File: src/rtl/core/sci_pkg.sv
// Shared constants and types for the segment versus circle intersection test.
`timescale 1ns / 1ps

package sci_pkg;

	// Default coordinate width
	localparam int COORD_BITS_DEF = 16;

	// Configuration register indexes
	localparam int CFG_IDX_BITS = 2;
	localparam logic [CFG_IDX_BITS-1:0] REG_SEG_START_X = 2'd0;
	localparam logic [CFG_IDX_BITS-1:0] REG_SEG_START_Y = 2'd1;
	localparam logic [CFG_IDX_BITS-1:0] REG_SEG_END_X   = 2'd2;
	localparam logic [CFG_IDX_BITS-1:0] REG_SEG_END_Y   = 2'd3;

	// Decision flags carried alongside the wide products
	typedef struct packed {
		logic qa_pos;    // segment has non-zero length
		logic upper_ok;  // larger root not below zero
		logic lower_ok;  // smaller root not above one
		logic qc_neg;    // constant term negative
	} flags_t;

endpackage

File: src/rtl/core/sci_umul.sv
// Unsigned wide multiplier split into half-width partial products over two stages.
`timescale 1ns / 1ps

module sci_umul #(
	parameter int HW = sci_pkg::COORD_BITS_DEF + 1
) (
	input  logic            clk,
	input  logic            en_part,
	input  logic            en_sum,
	input  logic [2*HW-1:0] a,
	input  logic [2*HW-1:0] b,
	output logic [4*HW-1:0] p
);
	import sci_pkg::*;

	localparam int PW = 4 * HW;
	localparam int FW = 2 * HW;

	logic [2*HW-1:0] hh_s1, hl_s1, lh_s1, ll_s1;

	// Form the four half-width partial products
	always_ff @(posedge clk) begin
		if (en_part) begin
			hh_s1 <= FW'(a[2*HW-1:HW]) * FW'(b[2*HW-1:HW]);
			hl_s1 <= FW'(a[2*HW-1:HW]) * FW'(b[HW-1:0]);
			lh_s1 <= FW'(a[HW-1:0]) * FW'(b[2*HW-1:HW]);
			ll_s1 <= FW'(a[HW-1:0]) * FW'(b[HW-1:0]);
		end
	end

	// Align and add the partial products
	always_ff @(posedge clk) begin
		if (en_sum) begin
			p <= (PW'(hh_s1) << (2 * HW)) + ((PW'(hl_s1) + PW'(lh_s1)) << HW) + PW'(ll_s1);
		end
	end

endmodule

File: config.mk
export PLATFORM = sky130hd
export DESIGN_NAME = sci_umul
export DESIGN_NICKNAME = d
export VERILOG_FILES = /design/src/rtl/core/sci_pkg.sv /design/src/rtl/core/sci_umul.sv
export SDC_FILE = /design/constraint.sdc
export NUM_CORES = 2
export LEC_CHECK = 0
export ABC_CLOCK_PERIOD_IN_PS = 11400
export BUFFER_PORTS_ARGS = -buffer_cell sky130_fd_sc_hd__buf_2
export CAP_MARGIN = 10
export CORE_MARGIN = 4
export CORE_UTILIZATION = 50
export DETAILED_ROUTE_END_ITERATION = 10
export PLACE_DENSITY_LB_ADDON = 0.3
export SYNTH_ARGS = -nofsm -noshare
export SYNTH_HDL_FRONTEND = slang
export SYNTH_SLANG_ARGS = --single-unit
export TNS_END_PERCENT = 1
File: constraint.sdc
create_clock -name clk -period 11.4 [get_ports clk]
set_clock_uncertainty 0.1 [all_clocks]
set_input_delay 0.57 -clock clk [delete_from_list [all_inputs] [get_ports clk]]
set_output_delay 0.57 -clock clk [all_outputs]
set_load 0.005 [all_outputs]
* Word-level counts from Yosys, hierarchy flattened
Index checks and enable logic that the tools add are counted.
Word-level totals: register bits after elaboration 204, bits in latches 0, memory bits (writable) 0, memory bits (read-only) 0, bits of input ports 71, output and inout bits 68, word-level logic and storage cells 12, memories 0
Operators by class: $add $sub $neg 3, multipliers 4, divide/modulo/power cells 0, $lt $le $gt $ge 0, equality and inequality tests 0, shift operators 0, multiplexer cells 0, bitwise operators 0, reductions and logical operators 0
Operators with widths (count):
- multiplier 17 x 17 -> 34 bit | 4
- adder 68 x 34 -> 68 bit | 1
- adder 68 x 52 -> 68 bit | 1
- adder 34 x 34 -> 35 bit | 1

* Depth between registers and ports, before layout
depth in word-level cells 3, gate-level depth with buffers 24, mapped depth without buffers 23

* Worst setup path after synthesis
OpenSTA, ideal clock, no wires.
path type input to register, start input port b[25], end register lh_s1[30], data pin, setup time 0.135 ns, data arrival time 6.443 ns, required time 11.165 ns, setup slack 4.721 ns, cell stages on the path 21, path buffers 2, path through clkbuf_1 clkbuf_1 nand2_1 fa_1 inv_1 fa_1 fa_1 fa_1 fa_1 inv_1 fa_1 inv_1 ha_1 a21o_1 or4_1 o211ai_1 o211ai_1 a31o_2 a31o_2 a2111o_1 nand3_1
Between the ends: word-level cells in the longest chain between the ends 1
Ends and longest elaborated chain:
- start: declaration | line sci_umul.sv:11 | input logic [2*HW-1:0] b,
- multiplier 17 x 17 -> 34 bit | line sci_umul.sv:26 | lh_s1 <= FW'(a[HW-1:0]) * FW'(b[2*HW-1:HW]);
- end signal: assignment | line sci_umul.sv:26
- end: declaration | line sci_umul.sv:19 | logic [2*HW-1:0] hh_s1, hl_s1, lh_s1, ll_s1;
No other way between the ends. A chain may end at the register's enable or synchronous reset.

* Final worst setup path
start input port b[2], end register ll_s1[33], data pin
Between the ends: word-level cells in the longest chain between the ends 1
Ends and longest elaborated chain:
- multiplier 17 x 17 -> 34 bit | line sci_umul.sv:27 | ll_s1 <= FW'(a[HW-1:0]) * FW'(b[HW-1:0]);
- end signal: assignment | line sci_umul.sv:27
- end: declaration | line sci_umul.sv:19
No other way between the ends.

==> impl_metrics.ini <==
[clocking]
cts_tree = yes
cts.sinks = 204
cts_buffers = 28
cts_resized = 0
root_buffer = clkbuf_16
clkSlewWorstSetupHoldPaths_ps = 60
htreeDepth = 1
hold_buffers = 0
worstSkewPairLatency_ps = 600
cts_setup_buffers = 0
cts_buffer_depth = 3

[final_layout]
syn_to_final_growth_pct = 5.413
multi_input_area_sq_um = 36500
seqCellArea_sq_um = 6126
drive_gt1_frac = 0.04535
fill_cells = 8655
fin_cells = 6375
final_cell_area_sq_um = 50190
layout.nets = 6565

[yosys]
synth_seq_cells = 204
ys.flop_type = edfxtp_1
synth_nets = 6594
yosys.area_share.adder = 0.5092
synth_edf_count = 204
synth_area_per_cell_sq_um = 9.292
synthTopCellsByArea = fa_1, ha_1, edfxtp_1
synth_area_sq_um = 47610
synth-xor-area-share = 0.03513
synth_top_area_cell = fa_1
synth-async-reset-ratio = 0
synthSimpleGateAreaFrac = 0.1541
yosysMostFrequentCell = inv_1
synth_commonest_cells = inv_1, fa_1, nand2_1
synthMuxAreaShare = 0.0006307
synth_top_area_share = 0.3776
ys_types = 63
seq_area_frac_synth = 0.1287
synth_cells = 5124
ys.warnings.count = 0
synth_top_family_by_area = adder cells
synth_compound_area_frac = 0.06754

[floorplan]
ioPinCount = 139
initial_utilization = 0.5071
die_w_um = 316.6
rows = 112
dieArea_sq_um = 100200
dieHeight_um = 316.6
core_area_sq_um = 93890

[sta]
rsz0062_at_grt = no
finalSetupTns_ps = 0
drv_slew = 0
slew_headroom = 0.2039
worst_pin_slew_ps = 1183
post-route-period-util = 0.6005
max_freq_mhz = 146.1
min_period_ps = 6846
setup_viol = 0
finalHoldViolations = 0

[worst_setup_path]
cp_max_fo = 34
rrSetupSlack_ps = 4870
cp-start-kind = input port
worst_setup_path_end_kind = flip-flop
required_ps = 11650
r2r_start = hl_s1[0]
crit_start = b[2]
path_class = input port to flip-flop
critPathArrivalTime_ps = 7090

[route]
wire_per_inst_um = 19.27
drc = 0
vias_per_cell = 5.457
finalWirelength_mm = 122.9
vias = 34790
drt_pass1_iterations = 5
ant_nets = 0
drt_iter0_markers = 2422

[global_route]
grt_max_degree = 70
antenna_found_initial = 16
grt_pass1_wl_mm = 197.7
track_usage = 0.2525
grt_pass1_vias = 36330
overflow = 0

[job]
max_cap_viol_count = 0

[hold_path]
holdCritStartpoint = en_sum
min_path_type = input port to flip-flop

[placement]
place_hpwl_mm = 92.86
place_inst = 6319
port_buffers = 138
gp_congestion = 0.8512
postPlaceCellArea_sq_um = 49240

[status]
status = finished, final reports clean
-- per-stage QoR --
stage	hold slack [ps]	util	setup slack (ps)
3_3_place_gp	302.6	0.5245	3994
3_5_place_dp	305.4	0.5245	3967
5_1_grt	265.3	0.5344	4142
2_1_floorplan	300.3	-	4721
4_1_cts	248.2	0.5344	4604
6_report	283.1	0.5346	4554
-- cell type report --
type	count	area share
well taps	1254	0.03126
inverters	1103	0.08249
diodes	5	0.0002493
repair buffers	166	0.01812
clock inverters	18	0.004263
clock buffers	33	0.01433
flip-flops and latches	204	0.1221
multi-input cells	3592	0.7272
-- placed cells by master, fill, tap and decap left out, types with 6 or more instances in the layout --
cell       netlist  final
o211ai_1        13     13
nand2_1        726    726
xor2_1          59     59
buf_4            0     29
fa_1           898    898
xnor2_1        132    132
nor2_1          99     99
inv_1         1103   1103
buf_2            2    136
a211oi_1        18     18
clkbuf_16        0     28
and2_1         510    510
nor3_1          22     22
nor2b_1         25     25
o21a_1          25     25
a21o_1          88     88
or3_1           14     14
a31oi_1         23     23
a221oi_1         6      6
nand2b_1        21     21
nand4_1         16     16
and3_1          22     22
ha_1           501    501
o21bai_1        26     26
a21oi_1        143    143
edfxtp_1       204    204
nand3_1         39     39
o31ai_1          9      9
o21ai_0         78     78
-- final timing paths --
kind | to | depth (start not counted)
max reg2reg | p[62] | 17
min reg2reg | p[14] | 0
min | p[16] | 1
max | ll_s1[33] | 21
-- sequential cells by signal, summed over array words and instances (netlist names) --
register / count
lh_s1: 34
hh_s1: 34
p: 68
ll_s1: 34
hl_s1: 34
-- critical path, cell delays in order --
cell and delay [ps]:
buf_2 630, nand2_1 170, fa_1 550, fa_1 570, fa_1 440, fa_1 540
inv_1 50, fa_1 470, inv_1 50, fa_1 470, inv_1 40, ha_1 360
nand3_1 130, nor2_1 100, a21oi_1 110, o21ai_0 470, a31o_2 260, a31oi_1 190
o41ai_1 590, mux2i_1 240, nor2_1 60
-- logic make-up (layout without fill, tap and decap cells) --
family                     count (synthesis)  after routing
AOI/OAI and AO/OA                        489            489
xor gates and xnor gates                 191            191
adders and majority gates               1399           1399
buffers and inverters                   1328           1320
DFF                                      204            204
muxes                                      3              3
other                                      0              5
and+or+nand+nor                         1510           1510
-- routing by layer --
metal	track usage	up-vias	wire (um)
li1	-	15610	-
met3	0.05137	207	10020
met1	0.3387	17770	50660
met4	0.06663	14	3539
met2	0.4209	1190	58540
met5	0	-	94
Power is left out: the tool's default activity adds up to more than one toggle a clock period on the data nets, which glitch-free logic cannot reach.
